--- src/rtl/core/ffpa_pkg.sv ---
// ----------------------------------------------------------------------------
// ffpa_pkg
// Shared constants for the first-fit pool allocator: result status codes.
// ----------------------------------------------------------------------------
`default_nettype none

package ffpa_pkg;

    localparam int unsigned STATUS_W = 3;

    typedef logic [STATUS_W-1:0] t_status;

    localparam t_status ST_OK          = 3'd0;
    localparam t_status ST_NO_SPACE    = 3'd1;
    localparam t_status ST_NOT_FOUND   = 3'd2;
    localparam t_status ST_DOUBLE_FREE = 3'd3;
    localparam t_status ST_ZERO_SIZE   = 3'd4;

endpackage

`default_nettype wire

--- src/rtl/core/first_fit_pool_allocator.sv ---
// ----------------------------------------------------------------------------
// first_fit_pool_allocator
// Address-ordered segment table in one synchronous RAM; first-fit allocate
// with split, free with coalescing of touching free neighbors.
// ----------------------------------------------------------------------------
// Each scanned entry costs a RAM read and a check; a split or merge also moves
// table entries, each with one read and one write. One word in flight at a
// time; the single RAM port pair sets the rate. Reset and each pool_size write
// rebuild the table as one free segment in S_INIT.
`default_nettype none

module first_fit_pool_allocator #(
    parameter int unsigned MAX_SEGMENTS = 32,
    parameter int unsigned ADDR_BITS    = 16
) (
    input  wire logic                     i_clk,
    input  wire logic                     i_rst_n,
    input  wire logic                     i_cfg_valid,
    output logic                          o_cfg_ready,
    input  wire logic [16:0]              i_cfg_pool_size,
    input  wire logic                     i_in_valid,
    output logic                          o_in_ready,
    input  wire logic                     i_action,
    input  wire logic [16:0]              i_request_size,
    input  wire logic [15:0]              i_free_offset,
    output logic                          o_out_valid,
    input  wire logic                     i_out_ready,
    output logic [15:0]                   o_granted_offset,
    output ffpa_pkg::t_status             o_status
);
    import ffpa_pkg::*;

    localparam int unsigned LW = (ADDR_BITS + 1 > 17) ? ADDR_BITS + 1 : 17;
    localparam int unsigned SW = LW - 1;
    localparam int unsigned IW = (MAX_SEGMENTS > 1) ? $clog2(MAX_SEGMENTS) : 1;
    localparam int unsigned CW = $clog2(MAX_SEGMENTS + 1);
    localparam logic [LW-1:0] PMAX = LW'(1) << ADDR_BITS;
    localparam logic [CW-1:0] CMAX = CW'(MAX_SEGMENTS);

    localparam logic [3:0] S_INIT    = 4'd0;
    localparam logic [3:0] S_IDLE    = 4'd1;
    localparam logic [3:0] S_SCAN_RD = 4'd2;
    localparam logic [3:0] S_SCAN_CK = 4'd3;
    localparam logic [3:0] S_SH_RD   = 4'd4;
    localparam logic [3:0] S_SH_WR   = 4'd5;
    localparam logic [3:0] S_SPLIT1  = 4'd6;
    localparam logic [3:0] S_SPLIT2  = 4'd7;
    localparam logic [3:0] S_PREV_RD = 4'd8;
    localparam logic [3:0] S_PREV_CK = 4'd9;
    localparam logic [3:0] S_NEXT_RD = 4'd10;
    localparam logic [3:0] S_NEXT_CK = 4'd11;
    localparam logic [3:0] S_FWR     = 4'd12;
    localparam logic [3:0] S_MV_RD   = 4'd13;
    localparam logic [3:0] S_MV_WR   = 4'd14;
    localparam logic [3:0] S_OUT     = 4'd15;

    typedef struct packed {
        logic [SW-1:0] start;
        logic [LW-1:0] len;
        logic          used;
    } t_seg;

    t_seg mem [MAX_SEGMENTS];
    t_seg rdata;

    logic [3:0]    r_state, n_state;
    logic [LW-1:0] r_pool, n_pool;
    logic [CW-1:0] r_count, n_count;
    logic [CW-1:0] r_idx, n_idx;
    logic [CW-1:0] r_ptr, n_ptr;
    logic [CW-1:0] r_base_idx, n_base_idx;
    logic [1:0]    r_rm, n_rm;
    logic          r_act, n_act;
    logic [LW-1:0] r_size, n_size;
    logic [SW-1:0] r_off, n_off;
    t_seg          r_cur, n_cur;
    t_seg          r_base, n_base;
    logic [LW-1:0] r_rest, n_rest;
    logic [SW-1:0] r_grant, n_grant;
    t_status       r_st, n_st;
    logic          r_ov, n_ov;
    logic [15:0]   r_og, n_og;
    t_status       r_os, n_os;

    logic [IW-1:0] raddr, waddr;
    logic          we;
    t_seg          wdata;
    logic [LW:0]   sum_rd, sum_base;
    logic [LW-1:0] cfg_ext;

    always_ff @(posedge i_clk) begin
        rdata <= mem[raddr];
        if (we) begin
            mem[waddr] <= wdata;
        end
    end

    assign sum_rd   = (LW+1)'(rdata.start) + (LW+1)'(rdata.len);
    assign sum_base = (LW+1)'(r_base.start) + (LW+1)'(r_base.len);
    assign cfg_ext  = LW'(i_cfg_pool_size);

    assign o_cfg_ready      = (r_state == S_IDLE);
    assign o_in_ready       = (r_state == S_IDLE) && !i_cfg_valid;
    assign o_out_valid      = r_ov;
    assign o_granted_offset = r_og;
    assign o_status         = r_os;

    always_comb begin
        n_state    = r_state;
        n_pool     = r_pool;
        n_count    = r_count;
        n_idx      = r_idx;
        n_ptr      = r_ptr;
        n_base_idx = r_base_idx;
        n_rm       = r_rm;
        n_act      = r_act;
        n_size     = r_size;
        n_off      = r_off;
        n_cur      = r_cur;
        n_base     = r_base;
        n_rest     = r_rest;
        n_grant    = r_grant;
        n_st       = r_st;
        n_ov       = r_ov && !i_out_ready;
        n_og       = r_og;
        n_os       = r_os;
        raddr      = r_idx[IW-1:0];
        waddr      = r_idx[IW-1:0];
        we         = 1'b0;
        wdata      = '0;

        unique case (r_state)
            S_INIT: begin
                we      = 1'b1;
                waddr   = '0;
                wdata   = '{start: '0, len: r_pool, used: 1'b0};
                n_count = CW'(1);
                n_state = S_IDLE;
            end
            S_IDLE: begin
                if (i_cfg_valid) begin
                    if (cfg_ext == '0) begin
                        n_pool = LW'(1);
                    end else if (cfg_ext > PMAX) begin
                        n_pool = PMAX;
                    end else begin
                        n_pool = cfg_ext;
                    end
                    n_state = S_INIT;
                end else if (i_in_valid) begin
                    n_act   = i_action;
                    n_size  = LW'(i_request_size);
                    n_off   = SW'(i_free_offset);
                    n_idx   = '0;
                    n_grant = '0;
                    if (!i_action && i_request_size == '0) begin
                        n_st    = ST_ZERO_SIZE;
                        n_state = S_OUT;
                    end else begin
                        n_state = S_SCAN_RD;
                    end
                end
            end
            S_SCAN_RD: begin
                if (r_idx == r_count) begin
                    n_st    = r_act ? ST_NOT_FOUND : ST_NO_SPACE;
                    n_state = S_OUT;
                end else begin
                    n_state = S_SCAN_CK;
                end
            end
            S_SCAN_CK: begin
                n_state = S_SCAN_RD;
                n_idx   = r_idx + CW'(1);
                if (!r_act) begin
                    if (!rdata.used && rdata.len >= r_size) begin
                        n_idx   = r_idx;
                        n_cur   = rdata;
                        n_grant = rdata.start;
                        n_rest  = rdata.len - r_size;
                        n_st    = ST_OK;
                        if (rdata.len != r_size && r_count < CMAX) begin
                            n_ptr   = r_count;
                            n_state = (r_count > r_idx + CW'(1)) ? S_SH_RD : S_SPLIT1;
                        end else begin
                            we      = 1'b1;
                            wdata   = '{start: rdata.start, len: rdata.len, used: 1'b1};
                            n_state = S_OUT;
                        end
                    end
                end else if (rdata.start == r_off) begin
                    n_idx = r_idx;
                    if (!rdata.used) begin
                        n_st    = ST_DOUBLE_FREE;
                        n_state = S_OUT;
                    end else begin
                        n_st       = ST_OK;
                        n_cur      = '{start: rdata.start, len: rdata.len, used: 1'b0};
                        n_base     = '{start: rdata.start, len: rdata.len, used: 1'b0};
                        n_base_idx = r_idx;
                        n_rm       = 2'd0;
                        if (r_idx != '0) begin
                            n_state = S_PREV_RD;
                        end else if (r_idx + CW'(1) < r_count) begin
                            n_state = S_NEXT_RD;
                        end else begin
                            n_state = S_FWR;
                        end
                    end
                end
            end
            S_SH_RD: begin
                raddr   = r_ptr[IW-1:0] - IW'(1);
                n_state = S_SH_WR;
            end
            S_SH_WR: begin
                we      = 1'b1;
                waddr   = r_ptr[IW-1:0];
                wdata   = rdata;
                n_ptr   = r_ptr - CW'(1);
                n_state = (r_ptr - CW'(1) > r_idx + CW'(1)) ? S_SH_RD : S_SPLIT1;
            end
            S_SPLIT1: begin
                we      = 1'b1;
                wdata   = '{start: r_cur.start, len: r_size, used: 1'b1};
                n_state = S_SPLIT2;
            end
            S_SPLIT2: begin
                we      = 1'b1;
                waddr   = r_idx[IW-1:0] + IW'(1);
                wdata   = '{start: r_cur.start + SW'(r_size), len: r_rest, used: 1'b0};
                n_count = r_count + CW'(1);
                n_state = S_OUT;
            end
            S_PREV_RD: begin
                raddr   = r_idx[IW-1:0] - IW'(1);
                n_state = S_PREV_CK;
            end
            S_PREV_CK: begin
                if (!rdata.used && sum_rd == (LW+1)'(r_cur.start)) begin
                    n_base     = '{start: rdata.start, len: rdata.len + r_cur.len,
                                   used: 1'b0};
                    n_base_idx = r_idx - CW'(1);
                    n_rm       = 2'd1;
                end
                n_ptr   = r_idx + CW'(1);
                n_state = (r_idx + CW'(1) < r_count) ? S_NEXT_RD : S_FWR;
            end
            S_NEXT_RD: begin
                raddr   = r_idx[IW-1:0] + IW'(1);
                n_state = S_NEXT_CK;
            end
            S_NEXT_CK: begin
                if (!rdata.used && sum_base == (LW+1)'(rdata.start)) begin
                    n_base.len = r_base.len + rdata.len;
                    n_rm       = r_rm + 2'd1;
                    n_ptr      = r_idx + CW'(2);
                end else begin
                    n_ptr      = r_idx + CW'(1);
                end
                n_state = S_FWR;
            end
            S_FWR: begin
                we    = 1'b1;
                waddr = r_base_idx[IW-1:0];
                wdata = r_base;
                if (r_rm == 2'd0) begin
                    n_state = S_OUT;
                end else if (r_ptr < r_count) begin
                    n_state = S_MV_RD;
                end else begin
                    n_count = r_count - CW'(r_rm);
                    n_state = S_OUT;
                end
            end
            S_MV_RD: begin
                raddr   = r_ptr[IW-1:0];
                n_state = S_MV_WR;
            end
            S_MV_WR: begin
                we    = 1'b1;
                waddr = r_ptr[IW-1:0] - IW'(r_rm);
                wdata = rdata;
                n_ptr = r_ptr + CW'(1);
                if (r_ptr + CW'(1) < r_count) begin
                    n_state = S_MV_RD;
                end else begin
                    n_count = r_count - CW'(r_rm);
                    n_state = S_OUT;
                end
            end
            S_OUT: begin
                if (!r_ov || i_out_ready) begin
                    n_ov    = 1'b1;
                    n_og    = r_grant[15:0];
                    n_os    = r_st;
                    n_state = S_IDLE;
                end
            end
            default: begin
                n_state = S_INIT;
            end
        endcase
    end

    always_ff @(posedge i_clk) begin
        if (!i_rst_n) begin
            r_state <= S_INIT;
            r_pool  <= (LW'(65536) > PMAX) ? PMAX : LW'(65536);
            r_count <= CW'(1);
            r_ov    <= 1'b0;
        end else begin
            r_state <= n_state;
            r_pool  <= n_pool;
            r_count <= n_count;
            r_ov    <= n_ov;
        end
        r_idx      <= n_idx;
        r_ptr      <= n_ptr;
        r_base_idx <= n_base_idx;
        r_rm       <= n_rm;
        r_act      <= n_act;
        r_size     <= n_size;
        r_off      <= n_off;
        r_cur      <= n_cur;
        r_base     <= n_base;
        r_rest     <= n_rest;
        r_grant    <= n_grant;
        r_st       <= n_st;
        r_og       <= n_og;
        r_os       <= n_os;
    end

endmodule

`default_nettype wire

--- config.mk ---
export PLATFORM = sky130hd
export DESIGN_NAME = first_fit_pool_allocator
export DESIGN_NICKNAME = d
export VERILOG_FILES = /design/src/rtl/core/ffpa_pkg.sv /design/src/rtl/core/first_fit_pool_allocator.sv
export SDC_FILE = /design/constraint.sdc
export NUM_CORES = 2
export LEC_CHECK = 0
export BUFFER_PORTS_ARGS = -buffer_cell sky130_fd_sc_hd__buf_4
export CELL_PAD_IN_SITES_DETAIL_PLACEMENT = 1
export CELL_PAD_IN_SITES_GLOBAL_PLACEMENT = 2
export CORE_ASPECT_RATIO = 1.1
export CORE_MARGIN = 2
export CORE_UTILIZATION = 41
export DETAILED_ROUTE_END_ITERATION = 10
export PLACE_DENSITY = 0.81
export SETUP_SLACK_MARGIN = 0.15
export SLEW_MARGIN = 10
export SYNTH_ARGS = -nofsm -noshare
export SYNTH_HDL_FRONTEND = slang
export SYNTH_SLANG_ARGS = --single-unit
--- constraint.sdc ---
create_clock -name i_clk -period 7 [get_ports i_clk]
set_input_delay 1.05 -clock i_clk [delete_from_list [all_inputs] [get_ports i_clk]]
set_output_delay 1.05 -clock i_clk [all_outputs]
set_load 0.05 [all_outputs]
[Word-level counts from Yosys, hierarchy flattened]
Memory sizes are Yosys's and may differ from the RTL's. A register that Yosys moved wholly into a read port is not among the register bits.
Cells that the tools add are included.
Operators by class
  add/subtract/negate cells: 18
  $lt $le $gt $ge: 8
  eq/ne operators: 43
  mux-type cells: 85
  bitwise logic cells: 2
  reductions and logical operators: 40
Operators with widths (number)
  $mux 34: 9
  $pmux 34 s6: 1
  $mux 6: 12
  $mux 16: 4
  $pmux 16 s2: 2
  $pmux 4 s16: 1
  $mux 17: 3
  $pmux 17 s3: 1
  $add 16x17->18: 2
  $eq 18x16->1: 2
  $mux 4: 9
  $add 17x17->17: 2
  $logic_not 17->1: 2
  $eq 4x4->1 const B: 8
  $mux 3: 10
  $ne 2x2->1 const B: 15
  $pmux 6 s5: 1
  $pmux 5 s5: 1
  $mux 2: 12
  $pmux 6 s4: 1
  $mux 5: 4
  $pmux 5 s4: 1
  $add 6x1->6 const B: 3
  $lt 6x6->1: 3
  47 further kinds: 87
Storage, ports and cells
  flip-flop bits (word level): 203
  memory bits (writable): 1088
  bits of input ports: 56
  output and inout port bits: 22
  word-level logic and storage cells: 218
  memories kept: 1
Memories
  mem: words 32, bits a word 34, read ports 1, clocked after memory_dff 1, wr ports 1, line first_fit_pool_allocator.sv:63  | t_seg mem [MAX_SEGMENTS];

[Depth between registers and ports, before layout]
  depth after elaboration: 8
  depth in mapped cells: 18
  gate-level depth less buffers: 15

[Worst setup path before layout]
OpenSTA, ideal clock, no wires.
  path kind: reg-to-reg
  start point: reg r_size[1]
  end point: mem mem[27][0] (netlist name) (enable)
  setup time: 0.510 ns
  arrival time: 6.588 ns
  data required time: 6.490 ns
  setup slack: -0.098 ns
  cell stages (with the launch flop): 13
  buffers on the path: 1
  clock period less this slack: 7.098 ns
  cells stage by stage: edfxtp_1 -> inv_1 -> ha_1 -> nor2b_1 -> o21ai_0 -> a21boi_1 -> o21ai_0 -> a21oi_1 -> o21bai_1 -> a21oi_1 -> a21oi_1 -> clkbuf_1 -> nor4_1
Between the ends
  word-level cells in the longest chain between the ends: 8
  elaborated cells on any way between the ends: 10
  classes of those cells: order compare (1); eq/ne (1); mux (6); reduce/logical (2)
Ends and longest elaborated chain
  start: declaration: line first_fit_pool_allocator.sv:74  | logic [LW-1:0] r_size, n_size;
  start signal: assignment: line first_fit_pool_allocator.sv:323  | r_size <= n_size;
  branches (longest 3 deep; another with $ge 17x17->1)
  $mux 1 (*): line first_fit_pool_allocator.sv:176  | if (!rdata.used && rdata.len >= r_size) begin
  $mux 1 (*): line first_fit_pool_allocator.sv:175  | if (!r_act) begin
  $pmux 1 s2 (*): line first_fit_pool_allocator.sv:132  | unique case (r_state)
  $mux 1 (*): line first_fit_pool_allocator.sv:93  | if (we) begin
  $mux 1 (not written as such) (*): line first_fit_pool_allocator.sv:94  | mem[waddr] <= wdata;
  end: declaration: line first_fit_pool_allocator.sv:63
Mark *: on every way between the ends.

[Worst setup path in the final report]
  start point: reg r_state[2]
  end point: reg, netlist name rdata[17]
Between the ends
  word-level cells in the longest chain between the ends: 2
  elaborated cells on any way between the ends: 5
  classes of those cells: eq/ne (4); mux (1)
Ends and longest elaborated chain
  start: declaration: line first_fit_pool_allocator.sv:66  | logic [3:0] r_state, n_state;
  start signal: assignment: line first_fit_pool_allocator.sv:313  | r_state <= n_state;
  $eq 4x4->1 / $eq 4x3->1 (equally long branches): line first_fit_pool_allocator.sv:132
  $pmux 5 s4 (*): line first_fit_pool_allocator.sv:132
Every way passes the cells marked *; elsewhere a longest branch is shown, timed or not.
A chain may end at the register's enable or synchronous reset.

==> impl_metrics.yaml <==
status:
  status: "complete, no violations"
detailed_routing:
  initialDrtViolationCount: 4086
  vias: 39800
  drt.antenna.violating_nets: 0
  routedWlPerCell_um: 28.7
  drc_errors: 0
  drt_wl_total_um: 188000
  avgViaCountPerCell: 6.08
  drtPass1Iterations: 8
timing:
  timing.fmax_mhz: 191
  setup_viol: 0
  slew_headroom_pct: 15.7
  clock-skew-final_ns: 0.0437
  slew_viol_final: 0
  finalHoldViolCount: 0
  fin_crit_sh_pct: 74.6
  worst_pin_slew_ns: 1.27
  fin_tns_setup_ns: 0
  rsz0062_at_grt: "no"
  period_needed_ns: 5.22
clocking:
  htreeDepth: 4
  cts_root_buf: "clkbuf_16"
  post_cts_buffers: 0
  hold_buffers: 0
  cts_sinks: 1324
  cts_buffers: 142
  clkTransAtPathRegs_ns: 0.06
  insertion_delay_ns: 0.80
  cts_buffer_depth: 3
  tritoncts: "built"
  cts_resized: 0
yosys:
  synth-edff-count: 1262
  yosys.cell_types.count: 87
  async_flop_share_pct: 0
  synthesis.instances: 4461
  synth_nets: 4643
  ys_warn_count: 0
  synth.ff_latch_count: 1324
  yosysSeqAreaShare_pct: 67.0
  avgSynthCellArea_um2: 13.1
  synth.cell_area_um2: 58400
  synth_flop_cell: "edfxtp_1"
placement:
  placed_area_um2: 61900
  dp_hpwl_um: 111000
  gp_congestion: 0.909
  port_buffers: 77
global_routing:
  antenna_found_initial: 5
  grt_use_total_pct: 25.7
  grt_max_degree: 175
  grt_pass1_wl_um: 275000
  grt_pass1_vias: 40600
  grt-ovfl-total: 0
floorplan:
  coreArea_um2: 142000
  fp.dieW_um: 364
  placementRows: 145
  io_pins: 78
  die_y_um: 400
  die_area_um2: 146000
  initial_core_util_pct: 41.2
setup_path:
  worst_setup_path_end_kind: "flip-flop"
  crit_top_cell: "a211oi_1"
  path_cells: "nand2b_1 -> a211oi_2 -> nor2_1 -> a21oi_4 -> buf_12 -> buf_4 -> a211oi_1 -> a311oi_1 -> a211oi_1 -> o31ai_2"
  r2r_cells: 10
  start_kind: "flip-flop"
  crit_family: "compound AO/OA/AOI/OAI gates"
  crit_buf_inv: 2
  cp.required_ns: 7.59
  max_stage_delay_ns: 0.90
  timing.rr.start: "r_state[2]$_SDFFE_PN0P_"
  critPathMaxFanout: 93
  cp_data_arrival_time_ns: 5.81
  cpMaxStageDelayCell: "dfxtp_1"
  reg2reg_setup_slack_ns: 1.78
  r2r_end: "rdata[17]$_DFF_P_"
  worstSetupPathType: "reg2reg"
power:
  worst_ir_drop_vdd_uv: 221
  pwr_density_cell_nw_per_um2: 257
  leakagePower_nw: 22.0
finish:
  fin_area_um2: 66400
  drive_gt1_share_pct: 11.0
  nets: 4699
  fin_util_pct: 46.9
  synthToLayoutAreaGrowth_pct: 13.7
flow_run:
  max-cap-violations: 0
hold_path:
  min_from: "r_st[1]$_DFFE_PP_"
  hp-class: "reg2reg"
  min_to: "o_status[1]$_DFFE_PP_"
  min_path_cells: 0
-- logic make-up (layout without fill, tap and decap cells) --
group	count (synthesis)	after routing	synth area share [%]
AO/OA/AOI/OAI	1114	1114	14.3
other	0	3	0
multiplexers	29	29	0.557
buffers and inverters	408	581	2.68
flip-flops	1324	1324	67.0
AND/OR/NAND/NOR	1333	1333	10.8
XOR/XNOR	126	126	1.89
adder cells (fa/ha/maj)	127	127	2.81
-- final cells by class --
type	count	area, µm²
Fill cell	14300	75200
Sequential cell	1324	39100
Multi-Input combinational cell	2729	18200
Clock buffer	186	3850
Tap cell	1911	2390
Timing Repair Buffer	208	1740
Clock inverter	75	678
Inverter	112	420
Antenna cell	3	7.51
-- layer usage --
| metal | vias up | share of wire (%) | GRT usage, % |
|---|---|---|---|
| li1 | 17400 | - | - |
| met1 | 20700 | 42 | 33.8 |
| met2 | 1382 | 48 | 42.3 |
| met3 | 389 | 5.9 | 3.91 |
| met4 | 0 | 4.2 | 10.9 |
| met5 | - | 0 | 0 |
-- cell usage after synthesis, drive strengths merged (15+ instances only) --
cell type / instances / share of area [%]
edfxtp: 1262 / 65
nand2: 648 / 4.2
a211oi: 323 / 4.2
and2: 280 / 3.0
clkbuf: 260 / 1.7
a311oi: 206 / 3.1
nor2: 133 / 0.85
ha: 119 / 2.5
inv: 111 / 0.71
a31oi: 80 / 0.86
nor3: 80 / 0.69
a21oi: 79 / 0.68
o21ai: 74 / 0.63
xnor2: 68 / 1.0
a22oi: 62 / 0.80
dfxtp: 62 / 2.1
xor2: 58 / 0.87
nor4: 51 / 0.55
o31ai: 41 / 0.53
nand3: 39 / 0.33
o311ai: 38 / 0.57
a211o: 37 / 0.55
buf: 36 / 0.29
a21o: 26 / 0.36
o211ai: 26 / 0.33
o21a: 25 / 0.32
nand2b: 19 / 0.20
mux2: 18 / 0.35
nand4: 15 / 0.16
-- registers in the layout, indices dropped and copies added, names as in the netlist --
register          count
o_status              3
r_base               33
r_rest               17
r_state               4
r_st                  3
r_idx                 6
o_out_valid           1
r_size               17
r_off                16
rdata                34
r_rm                  2
r_grant              16
r_pool               17
r_act                 1
r_count               6
r_base_idx            5
r_ptr                 6
r_cur                33
o_granted_offset     16
mem                1088
-- placed cells by master, fill, tap and decap left out, types with 39 or more instances in the layout --
master	instances
edfxtp_1	1262
nand2_1	648
a211oi_1	322
and2_1	242
a311oi_1	206
buf_4	194
clkbuf_16	146
nor2_1	130
ha_1	119
inv_1	109
a31oi_1	78
nor3_1	77
a21oi_1	76
xnor2_1	68
a22oi_1	62
dfxtp_1	62
xor2_1	58
o21ai_0	51
o31ai_1	39
-- worst reg2reg max path, cell delays in order, from the launching register on --
cell      delay [ns]
dfxtp_1         0.90
nand2b_1        0.38
a211oi_2        0.72
nor2_1          0.16
a21oi_4         0.61
buf_12          0.44
buf_4           0.63
a211oi_1        0.11
a311oi_1        0.29
a211oi_1        0.10
o31ai_2         0.69
-- worst max-delay path by stage --
stage,startpoint,end,slack [ns],cells past startpoint
final,r_state[2]$_SDFFE_PN0P_,rdata[17]$_DFF_P_,1.78,10
after floorplan,r_size[1]$_DFFE_PP_,mem[27][0]$_DFFE_PP_,-0.1,12
after global placement,r_state[2]$_SDFFE_PN0P_,rdata[17]$_DFF_P_,1.61,10
after global routing,r_state[2]$_SDFFE_PN0P_,rdata[17]$_DFF_P_,1.49,10
after CTS,r_state[2]$_SDFFE_PN0P_,rdata[17]$_DFF_P_,1.61,10
after detailed placement,r_state[2]$_SDFFE_PN0P_,rdata[17]$_DFF_P_,1.62,10
-- where the power goes --
group          internal (W)  switching, W  total, W
logic              0.000277      0.000610  0.000887
clock network       0.00423       0.00318   0.00741
registers           0.00873     0.0000824   0.00881
-- per-stage QoR --
stage / instances / hold slack (ns) / power, W / setup WS (ns)
2_1_floorplan: 4461 / 0.400 / 0.00947 / -0.0982
3_3_place_gp: 6283 / 0.403 / 0.00982 / 1.61
3_5_place_dp: 6283 / 0.406 / 0.00984 / 1.62
4_1_cts: 6544 / 0.392 / 0.0172 / 1.61
5_1_grt: 6545 / 0.416 / 0.0176 / 1.49
6_report: 6548 / 0.415 / 0.0171 / 1.78
Note: power is estimated with default switching activity, not from simulation.
